===== config.mk =====
export PLATFORM = sky130hd
export DESIGN_NAME = zigzag_row_reorder
export DESIGN_NICKNAME = d
export VERILOG_FILES = /design/src/design/zzrr_pkg.sv /design/src/design/zzrr_datapath.sv /design/src/design/zzrr_ctrl.sv /design/src/design/zigzag_row_reorder.sv
export SDC_FILE = /design/constraint.sdc
export NUM_CORES = 1
export LEC_CHECK = 0
export BUFFER_PORTS_ARGS = -buffer_cell sky130_fd_sc_hd__clkbuf_2
export CAP_MARGIN = 30
export CORE_MARGIN = 4
export CORE_UTILIZATION = 60
export CTS_CLUSTER_SIZE = 16
export DETAILED_ROUTE_END_ITERATION = 7
export PLACE_DENSITY = 0.78
export SYNTH_ARGS = -nofsm -noshare
export SYNTH_HDL_FRONTEND = slang
export SYNTH_SLANG_ARGS = --single-unit

===== constraint.sdc =====
create_clock -name aclk -period 4.72 [get_ports aclk]
set_clock_uncertainty 0.05 [all_clocks]
set_input_delay 0 -clock aclk [delete_from_list [all_inputs] [get_ports aclk]]
set_output_delay 0 -clock aclk [all_outputs]
set_load 0.01 [all_outputs]

===== src/design/zzrr_pkg.sv =====
`timescale 1ns / 1ps
`default_nettype none
// ---------------------------------------------------------------------------
// zzrr_pkg
// shared types and constants for the zigzag row reorder block
// ---------------------------------------------------------------------------
package zzrr_pkg;

    localparam int CHAR_W     = 8;
    localparam int ROWS_W     = 7;
    localparam int DIST_W     = 8;
    localparam int CFG_ADDR_W = 3;
    localparam int CFG_DATA_W = 32;

    localparam logic [0:0] REG_NUM_ROWS = 1'b0;

    typedef enum logic [1:0] {
        ST_LOAD,
        ST_SEEK,
        ST_OUT
    } zzrr_state_t;

    typedef struct packed {
        logic load;
        logic start;
        logic step;
        logic fetch;
        logic clear;
    } zzrr_cmd_t;

    typedef struct packed {
        logic load_done;
        logic cand_valid;
        logic out_is_last;
    } zzrr_status_t;

endpackage
`default_nettype wire


===== src/design/zzrr_datapath.sv =====
`timescale 1ns / 1ps
`default_nettype none
// ---------------------------------------------------------------------------
// zzrr_datapath
// message store, fill count, zigzag cursor and output register
// ---------------------------------------------------------------------------
module zzrr_datapath #(
    parameter int MAX_LEN = 64
) (
    input  wire logic                        aclk,
    input  wire logic                        aresetn,
    input  wire zzrr_pkg::zzrr_cmd_t         cmd,
    output      zzrr_pkg::zzrr_status_t      status,
    input  wire logic [zzrr_pkg::ROWS_W-1:0] num_rows,
    input  wire logic [zzrr_pkg::CHAR_W-1:0] in_char,
    input  wire logic                        in_last,
    output      logic [zzrr_pkg::CHAR_W-1:0] out_char,
    output      logic                        out_last
);

    localparam int AW    = $clog2(MAX_LEN);
    localparam int CNT_W = $clog2(MAX_LEN + 1);
    localparam int PW    = $clog2(MAX_LEN + 256);

    logic [zzrr_pkg::CHAR_W-1:0] mem [MAX_LEN];

    logic [CNT_W-1:0]            count_reg, count_next;
    logic [CNT_W-1:0]            emitted_reg, emitted_next;
    logic [zzrr_pkg::ROWS_W-1:0] row_reg, row_next;
    logic [PW-1:0]               pos_reg, pos_next;
    logic [zzrr_pkg::DIST_W-1:0] dm_reg, dm_next;
    logic                        phase_reg, phase_next;
    logic [zzrr_pkg::CHAR_W-1:0] char_reg;
    logic                        last_reg;

    logic                        multi;
    logic [zzrr_pkg::DIST_W-1:0] period;
    logic                        middle;
    logic [PW-1:0]               cand_addr;
    logic [PW-1:0]               count_ext;
    logic                        cand_valid;

    assign multi     = num_rows > zzrr_pkg::ROWS_W'(1);
    assign period    = multi ? ({num_rows, 1'b0} - zzrr_pkg::DIST_W'(2))
                             : zzrr_pkg::DIST_W'(1);
    assign middle    = multi && (row_reg != '0)
                       && (row_reg != num_rows - zzrr_pkg::ROWS_W'(1));
    assign cand_addr = phase_reg ? (pos_reg + PW'(dm_reg)) : pos_reg;
    assign count_ext = PW'(count_reg);
    assign cand_valid = cand_addr < count_ext;

    assign status.load_done   = in_last || (count_reg == CNT_W'(MAX_LEN - 1));
    assign status.cand_valid  = cand_valid;
    assign status.out_is_last = last_reg;

    assign out_char = char_reg;
    assign out_last = last_reg;

    always_comb begin
        count_next   = count_reg;
        emitted_next = emitted_reg;
        row_next     = row_reg;
        pos_next     = pos_reg;
        dm_next      = dm_reg;
        phase_next   = phase_reg;
        if (cmd.load) begin
            count_next = count_reg + CNT_W'(1);
        end
        if (cmd.clear) begin
            count_next = '0;
        end
        if (cmd.start) begin
            emitted_next = '0;
            row_next     = '0;
            pos_next     = '0;
            dm_next      = period;
            phase_next   = 1'b0;
        end else if (cmd.step) begin
            if (phase_reg) begin
                phase_next = 1'b0;
                pos_next   = pos_reg + PW'(period);
            end else if (cand_valid) begin
                if (middle) begin
                    phase_next = 1'b1;
                end else begin
                    pos_next = pos_reg + PW'(period);
                end
            end else begin
                row_next = row_reg + zzrr_pkg::ROWS_W'(1);
                pos_next = PW'(row_reg) + PW'(1);
                dm_next  = dm_reg - zzrr_pkg::DIST_W'(2);
            end
            if (cmd.fetch) begin
                emitted_next = emitted_reg + CNT_W'(1);
            end
        end
    end

    always_ff @(posedge aclk) begin
        if (!aresetn) begin
            count_reg   <= '0;
            emitted_reg <= '0;
            row_reg     <= '0;
            pos_reg     <= '0;
            dm_reg      <= '0;
            phase_reg   <= 1'b0;
        end else begin
            count_reg   <= count_next;
            emitted_reg <= emitted_next;
            row_reg     <= row_next;
            pos_reg     <= pos_next;
            dm_reg      <= dm_next;
            phase_reg   <= phase_next;
        end
    end

    always_ff @(posedge aclk) begin
        if (cmd.load) begin
            mem[count_reg[AW-1:0]] <= in_char;
        end
    end

    always_ff @(posedge aclk) begin
        if (cmd.fetch) begin
            char_reg <= mem[cand_addr[AW-1:0]];
        end
    end

    always_ff @(posedge aclk) begin
        if (!aresetn) begin
            last_reg <= 1'b0;
        end else if (cmd.fetch) begin
            last_reg <= (emitted_reg + CNT_W'(1)) == count_reg;
        end
    end

endmodule
`default_nettype wire


===== src/design/zzrr_ctrl.sv =====
`timescale 1ns / 1ps
`default_nettype none
// ---------------------------------------------------------------------------
// zzrr_ctrl
// sequencer for message load, cursor walk and result transfers
// ---------------------------------------------------------------------------
module zzrr_ctrl (
    input  wire logic                   aclk,
    input  wire logic                   aresetn,
    input  wire logic                   in_valid,
    output      logic                   in_ready,
    output      logic                   out_valid,
    input  wire logic                   out_ready,
    input  wire zzrr_pkg::zzrr_status_t status,
    output      zzrr_pkg::zzrr_cmd_t    cmd
);

    zzrr_pkg::zzrr_state_t state_reg, state_next;

    always_comb begin
        state_next = state_reg;
        case (state_reg)
            zzrr_pkg::ST_LOAD: begin
                if (in_valid && status.load_done) begin
                    state_next = zzrr_pkg::ST_SEEK;
                end
            end
            zzrr_pkg::ST_SEEK: begin
                if (status.cand_valid) begin
                    state_next = zzrr_pkg::ST_OUT;
                end
            end
            zzrr_pkg::ST_OUT: begin
                if (out_ready) begin
                    if (status.out_is_last) begin
                        state_next = zzrr_pkg::ST_LOAD;
                    end else if (!status.cand_valid) begin
                        state_next = zzrr_pkg::ST_SEEK;
                    end
                end
            end
            default: state_next = zzrr_pkg::ST_LOAD;
        endcase
    end

    always_comb begin
        cmd       = '0;
        in_ready  = 1'b0;
        out_valid = 1'b0;
        case (state_reg)
            zzrr_pkg::ST_LOAD: begin
                in_ready  = 1'b1;
                cmd.load  = in_valid;
                cmd.start = in_valid && status.load_done;
            end
            zzrr_pkg::ST_SEEK: begin
                cmd.step  = 1'b1;
                cmd.fetch = status.cand_valid;
            end
            zzrr_pkg::ST_OUT: begin
                out_valid = 1'b1;
                if (out_ready) begin
                    if (status.out_is_last) begin
                        cmd.clear = 1'b1;
                    end else begin
                        cmd.step  = 1'b1;
                        cmd.fetch = status.cand_valid;
                    end
                end
            end
            default: begin
                cmd = '0;
            end
        endcase
    end

    always_ff @(posedge aclk) begin
        if (!aresetn) begin
            state_reg <= zzrr_pkg::ST_LOAD;
        end else begin
            state_reg <= state_next;
        end
    end

endmodule
`default_nettype wire


===== src/design/zigzag_row_reorder.sv =====
`timescale 1ns / 1ps
`default_nettype none
// ---------------------------------------------------------------------------
// zigzag_row_reorder
// buffers a byte message and replays it in rail-fence row order
// ---------------------------------------------------------------------------
//  channel   direction  signals
//  s_        in         s_valid s_ready s_in_char s_in_last
//  m_        out        m_valid m_ready m_out_char m_out_last
//  apb       in/out     psel penable pwrite paddr pwdata prdata pready
//
//  load takes one cycle per byte; a message ends on last or a full store
//  replay starts in the seek state after the final load, then gives one byte
//  per cycle while m_ready holds, except where the single cursor walk
//  changes row or skips a row partner, which passes through the seek state
//  s_ready stays low from the final load until the last byte transfers
//  m_ready low with m_valid high holds the output register and the cursor
//  aresetn clears count, cursor and state; num_rows resets to one
// ---------------------------------------------------------------------------
module zigzag_row_reorder #(
    parameter int MAX_LEN = 64
) (
    input  wire logic                            aclk,
    input  wire logic                            aresetn,
    input  wire logic                            s_valid,
    output      logic                            s_ready,
    input  wire logic [zzrr_pkg::CHAR_W-1:0]     s_in_char,
    input  wire logic                            s_in_last,
    output      logic                            m_valid,
    input  wire logic                            m_ready,
    output      logic [zzrr_pkg::CHAR_W-1:0]     m_out_char,
    output      logic                            m_out_last,
    input  wire logic                            psel,
    input  wire logic                            penable,
    input  wire logic                            pwrite,
    input  wire logic [zzrr_pkg::CFG_ADDR_W-1:0] paddr,
    input  wire logic [zzrr_pkg::CFG_DATA_W-1:0] pwdata,
    output      logic [zzrr_pkg::CFG_DATA_W-1:0] prdata,
    output      logic                            pready
);

    logic [zzrr_pkg::ROWS_W-1:0] num_rows_reg;
    logic                        sel_num_rows;
    zzrr_pkg::zzrr_cmd_t         cmd;
    zzrr_pkg::zzrr_status_t      status;

    assign pready       = 1'b1;
    assign sel_num_rows = paddr[zzrr_pkg::CFG_ADDR_W-1] == zzrr_pkg::REG_NUM_ROWS;
    assign prdata       = sel_num_rows ? zzrr_pkg::CFG_DATA_W'(num_rows_reg) : '0;

    always_ff @(posedge aclk) begin
        if (!aresetn) begin
            num_rows_reg <= zzrr_pkg::ROWS_W'(1);
        end else if (psel && penable && pwrite && sel_num_rows) begin
            num_rows_reg <= pwdata[zzrr_pkg::ROWS_W-1:0];
        end
    end

    zzrr_ctrl u_ctrl (
        .aclk      (aclk),
        .aresetn   (aresetn),
        .in_valid  (s_valid),
        .in_ready  (s_ready),
        .out_valid (m_valid),
        .out_ready (m_ready),
        .status    (status),
        .cmd       (cmd)
    );

    zzrr_datapath #(
        .MAX_LEN (MAX_LEN)
    ) u_datapath (
        .aclk     (aclk),
        .aresetn  (aresetn),
        .cmd      (cmd),
        .status   (status),
        .num_rows (num_rows_reg),
        .in_char  (s_in_char),
        .in_last  (s_in_last),
        .out_char (m_out_char),
        .out_last (m_out_last)
    );

endmodule
`default_nettype wire


=== Word-level counts from Yosys, hierarchy flattened ===
Memories as Yosys holds them, arrays and structs flattened. A register that Yosys moved wholly into a read port is not among the register bits.
Cells that the tools add are included.

* Add/subtract/negate cells: 9
* Multiply operators: 0
* Div/mod/pow operators: 0
* Magnitude comparators: 2
* Eq/ne operators: 12
* Shifts and indexed selects: 0
* Muxes and demuxes: 29
* Bitwise gates (word level): 4
* Reduce and logical (&&, ||, !) cells: 17

{| class="wikitable"
|+ Operators with widths
! kind !! count
|-
| two-way mux 8 bit || 5
|-
| two-way mux 9 bit || 4
|-
| adder 7 x 1 -> 7 bit, second input constant || 3
|-
| adder 9 x 8 -> 9 bit || 2
|-
| subtractor 8 x 2 -> 8 bit, second input constant || 2
|-
| two-way mux 2 bit || 7
|-
| less-than comparator 9 x 7 -> 1 bit || 1
|-
| two-way mux 1 bit || 9
|-
| adder 7 x 1 -> 8 bit, second input constant || 1
|-
| == test 7 x 6 -> 1 bit, second input constant || 1
|-
| == test 7 bit || 1
|-
| greater-than comparator 7 x 1 -> 1 bit, second input constant || 1
|-
| two-way mux 7 bit || 1
|-
| inequality test 7 bit || 1
|-
| nonzero test 7 bit || 1
|-
| subtractor 7 x 1 -> 7 bit, second input constant || 1
|-
| logical AND 1 bit || 6
|-
| inequality test 2 bit, second input constant || 3
|-
| inequality test 3 x 2 -> 1 bit, second input constant || 2
|-
| case mux 2 bit (3 select lines) || 1
|-
| AND reduction 3 bit || 2
|-
| inequality test 2 x 1 -> 1 bit, second input constant || 2
|-
| NOT 1 bit || 4
|-
| case mux 2 bit (2 select lines) || 1
|-
| 9 further kinds || 11
|}

* Flip-flop bits (word level): 49
* Latch bits: 0
* Bits in writable memories: 512
* Memory bits (read-only): 0
* Output and inout port bits: 44
* Memories kept: 1

{| class="wikitable"
|+ Memories
! name !! depth !! bits a word !! rd ports !! clocked after Yosys merged registers in !! wr ports !! RTL line !! RTL
|-
| u_datapath.mem || 64 || 8 || 1 || 1 || 1 || zzrr_datapath.sv:25 || <nowiki>logic [zzrr_pkg::CHAR_W-1:0] mem [MAX_LEN];</nowiki>
|}

=== Logic depth before layout (Yosys ltp) ===
* Depth after elaboration: 8
* Gate-level depth with buffers: 18

=== Modules after synthesis ===
A second synthesis with hierarchy kept.

* Cells, all modules: 1556
* Area total of the unflattened synthesis: 24659.9 µm²

{| class="wikitable"
|+ Modules (own cells, without submodules)
! module !! instances !! cells an instance !! area each (µm²) !! sequential area each (µm²)
|-
| zzrr_datapath || 1 || 1458 || 23821.6 || 16415.7
|-
| zigzag_row_reorder || 1 || 66 || 556.8 || 140.1
|-
| zzrr_ctrl || 1 || 32 || 281.5 || 40.0
|}

=== Worst setup path before layout ===
OpenSTA, ideal clock, no wires.

* Path kind: register to register
* Start point: reg u_datapath.pos_reg[0]
* End point: reg u_datapath.emitted_reg[4]
* Setup time: 0.128 ns
* Arrival: 3.707 ns
* Required time: 4.542 ns
* Setup slack: 0.835 ns
* Cell stages (with the launch flop): 18
* Clock period less this slack: 3.885 ns
* Cell sequence: dfxtp_1 ha_1 inv_1 fa_1 nand2_1 nand2_1 inv_2 buf_2 clkbuf_1 ha_1 nor3_1 nor3_1 a2111oi_4 nand2b_1 a21oi_4 and3_1 xnor2_1 nor2_1

{| class="wikitable"
|+ RTL lines
! what !! RTL line !! RTL
|-
| start: declaration || zzrr_datapath.sv:30 || <nowiki>logic [PW-1:0] pos_reg, pos_next;</nowiki>
|-
| start signal: assignment || zzrr_datapath.sv:111 || <nowiki>pos_reg <= pos_next;</nowiki>
|-
| end signal: assignment || zzrr_datapath.sv:109 || <nowiki>emitted_reg <= emitted_next;</nowiki>
|-
| end: declaration || zzrr_datapath.sv:28 || <nowiki>logic [CNT_W-1:0] emitted_reg, emitted_next;</nowiki>
|}

=== Worst setup path after layout ===
* Start point: reg u_datapath.pos_reg[0]
* End point: reg u_datapath.pos_reg[6]

* Longest elaborated chain between the ends: 5

{| class="wikitable"
|+ RTL lines
! what !! RTL line !! RTL
|-
| adder 9 x 8 -> 9 bit || zzrr_datapath.sv:48 || <nowiki>assign cand_addr = phase_reg ? (pos_reg + PW'(dm_reg)) : pos_reg;</nowiki>
|-
| two-way mux 9 bit || zzrr_datapath.sv:48 ||
|-
| less-than comparator 9 x 7 -> 1 bit || zzrr_datapath.sv:50 || <nowiki>assign cand_valid = cand_addr < count_ext;</nowiki>
|-
| inequality test 3 x 2 -> 1 bit (no line) / two-way mux 9 bit (equally long branches) || - ||
|-
| AND reduction 2 bit (no line) / two-way mux 9 bit (equally long branches) || - ||
|}

Several ways; a longest one is shown, not always the timed one. The select of a mux whose other input is x is not followed.
A chain may end at the register's enable or synchronous reset.

==> out/metrics.csv <==
stage,metric,value,unit
critical_path,cp_cell_sequence,"ha_1, inv_1, fa_1, nand2b_1, a21oi_1, xor2_1, mux2i_1, inv_1, ha_1, nand4_1, nor3_2, a2111oi_4, nand2_1, a211oi_2, nor2_2, mux2i_1, nor2_1",
detailed_routing,ant_nets,0,
global_route,grt_pass1_vias,16230,
floorplan,core,40830,sq um
detailed_routing,wl_per_cell,21.96,um
sta,tightest_slew,1.007,ns
clock_network,clk_latency,0.62,ns
flow_run,cap_violations,0,
synth,yosysMostFrequentCell,edfxtp_1,
clock_network,cts_tree,done,
global_route,antenna_found_initial,1,
global_route,grt_max_degree,179,
finish,nNetsFinal,2212,
sta,relSlewSlack,0.3273,
floorplan,ios,95,
power,powerDensity,408.4,nW/um^2
power,comb_power_share,0.107,
min_path,hold_class,in2reg,
critical_path,cp_slowest_cell,a2111oi_4,
critical_path,reg2regPathDepth,17,
clock_network,cts-htree-levels,2,
critical_path,cp.depth,17,
floorplan,die_area,44590,sq um
detailed_routing,drt_iter0_drc,2170,
global_route,grt.total_usage,0.2646,
floorplan,die_h,211.2,um
floorplan,die_w,211.2,um
sta,finalHoldViolations,0,
critical_path,critPathTopFamily,compound AO/OA/AOI/OAI gates,
sta,setup_viol,0,
critical_path,cp.required,5.13,ns
global_route,grt_overflow,0,
finish,final_cell_area,27310,sq um
finish,syn_to_final_growth,10.28,%
critical_path,worstPathArrival,4.78,ns
critical_path,crit_path_start_kind,flip-flop,
sta,min_period,4.368,ns
power,clkPwrFrac,0.387,
synth,yosys.area.top_type,edfxtp_1,
finish,largest_reg_flops,512,
finish,n_antenna_cell,0,
clock_network,root_buffer,clkbuf_16,
min_path,whs_path_depth,2,
place,dpl_cell_area,25300,sq um
detailed_routing,vias_per_cell,6.221,
floorplan,start_util,0.6065,
synth,synth.distinct_cells,62,
finish,fillers,2859,
power,p_leak,0.009537,uW
power,seqPwrFrac,0.506,
detailed_routing,drc,0,
outcome,status,completed,
clock_network,clock-sinks,569,
power,vdd_drop_max,0.3068,mV
power,intPower,8418,uW
place,dp_cells,2575,
power,switching_share,0.2454,
power,p_sw,2737,uW
critical_path,cpPeakStageDelay,0.59,ns
critical_path,crit_path_end_kind,flip-flop,
synth,ys_seq_elements,569,
clock_network,clk_pin_slew,0.06,ns
critical_path,path_class,reg2reg,
sta,fin_hold_ws,0.01577,ns
sta,finalCritPeriodShare,0.9254,
critical_path,crit_fanout,11,
synth,synthTopCellsByCount,"edfxtp_1 (520), nand2_1 (506), nand3_1 (272), nor2_1 (142), clkbuf_1 (99)",
synth,synth_area_leaders,"edfxtp_1 (63%), nand2_1 (7.7%), nand3_1 (5.5%)",
place,gp_congestion,0.8715,
place,place.detailed.hpwl,33950,um
synth,syn_area_per_cell,11.75,sq um
finish,drive_gt1_frac,0.07841,
detailed_routing,vias,16800,
sta,drv_slew,0,
synth,yosys_warnings,0,
synth,synth_edf_count,520,
detailed_routing,routed_wl,59310,um
place,io_buffers,41,
floorplan,rows,74,
detailed_routing,first_pass_iters,6,
sta,max_freq,228.9,MHz
synth,yosysTopAreaCellShare,0.6305,
sta,tns,0,ns
synth,synthCells,2108,
clock_network,post_cts_buffers,0,
finish,instances_no_fill,2700,
synth,synthArstFlopShare,0,
synth,synth_area,24770,sq um
critical_path,path_buf_inv,2,
clock_network,clk_path_buf_depth,3,
sta,rsz0062_at_grt,false,
synth,ys_seq_area_frac,0.6701,
global_route,grt_pass1_wl,91310,um
clock_network,numCtsBuffers,56,
synth,synth-main-ff-cell,edfxtp_1,
==> worst paths after layout <==
kind	startpoint	end	slack (ns)
setup / recovery	u_datapath.pos_reg[0]$_SDFFE_PP0P_	u_datapath.pos_reg[6]$_SDFFE_PP0P_	0.35
hold / removal	s_in_char[6]	u_datapath.mem[63][6]$_DFFE_PP_	0.02
setup reg to reg	u_datapath.pos_reg[0]$_SDFFE_PP0P_	u_datapath.pos_reg[6]$_SDFFE_PP0P_	0.35
hold reg to reg	u_datapath.dm_reg[0]$_SDFFE_PN0P_	u_datapath.dm_reg[0]$_SDFFE_PN0P_	0.47
==> routing by layer <==
layer | vias up | wire [um] | GRT usage
met5 | - | 15 | 0
met4 | 2 | 2244 | 0.09926
met3 | 159 | 5890 | 0.05421
met2 | 831 | 27870 | 0.4208
met1 | 8145 | 23290 | 0.3665
li1 | 7661 | - | -
==> power groups by stage <==
| stage | combinational, uW | clock (uW) | sequential (uW) |
|---|---|---|---|
| 2_1_floorplan | 778 | 0 | 5720 |
| 3_3_place_gp | 1120 | 0 | 5740 |
| 3_5_place_dp | 1160 | 0 | 5750 |
| 4_1_cts | 1180 | 4350 | 5640 |
| 5_1_grt | 1300 | 4580 | 5650 |
| 6_report | 1200 | 4310 | 5650 |
==> kinds of logic after synthesis <==
kind of cell,Yosys count,synth area share
compound gates,213,0.06679
xor+xnor,56,0.02208
fa+ha+maj,36,0.01879
buf+inv,190,0.03405
flops,569,0.6701
mux,24,0.01036
other cells,2,0.0003033
simple gates,1018,0.1775
==> per-stage QoR <==
step	util	total power (uW)	setup WS, ns
floorplan	-	6503	0.8352
global placement	0.6194	6864	0.5393
detailed placement	0.6197	6905	0.3960
CTS	0.6687	11170	0.2967
global route	0.6688	11530	0.09943
finish	0.6688	11150	0.3520
==> layout make-up <==
type	instances	area, sq um	area share
flip-flops and latches	569	16600	0.6077
multi-input cells	1373	7457	0.2731
clock buffers	68	1446	0.05296
repair buffers	93	703.2	0.02575
well taps	532	665.6	0.02437
clock inverters	33	316.6	0.01159
inverters	32	125.1	0.004581
==> cells in the final DEF (no fill, tap or decap), types with 4 or more instances in the layout <==
master / count
a31oi_1: 18
clkinv_1: 9
a21o_1: 5
clkbuf_2: 41
inv_1: 29
nor3_1: 14
a211oi_1: 37
o21ai_0: 10
nand4_1: 11
ha_1: 34
conb_1: 26
clkbuf_1: 12
dlygate4sd3_1: 24
nand3_1: 272
xnor2_1: 39
a22oi_1: 9
xor2_1: 13
a21oi_1: 23
nor4_1: 4
nor2b_1: 11
buf_12: 4
dfxtp_1: 49
o21ai_1: 5
or3_1: 7
nor2_1: 142
clkinv_2: 11
mux2i_1: 18
nand2_1: 505
bufinv_16: 5
a311oi_1: 81
buf_4: 23
clkbuf_16: 56
edfxtp_1: 520
and3_1: 37
==> what timing repair did <==
item	CTS	global route
hold buffers	24	0
gates resized for setup	0	1
endpoints found under the hold margin	39	0
endpoints found under the setup margin	0	2
==> worst register-to-register path, delay by kind of cell, from the launching register on <==
kind / cells / cell delay, ns
fa+ha+maj: 3 / 0.97
buf+inv: 2 / 0.20
flops: 1 / 0.45
compound gates: 3 / 1.13
mux: 2 / 0.51
xor+xnor: 1 / 0.11
simple gates: 6 / 0.79
(Power assumes the default switching activity.)
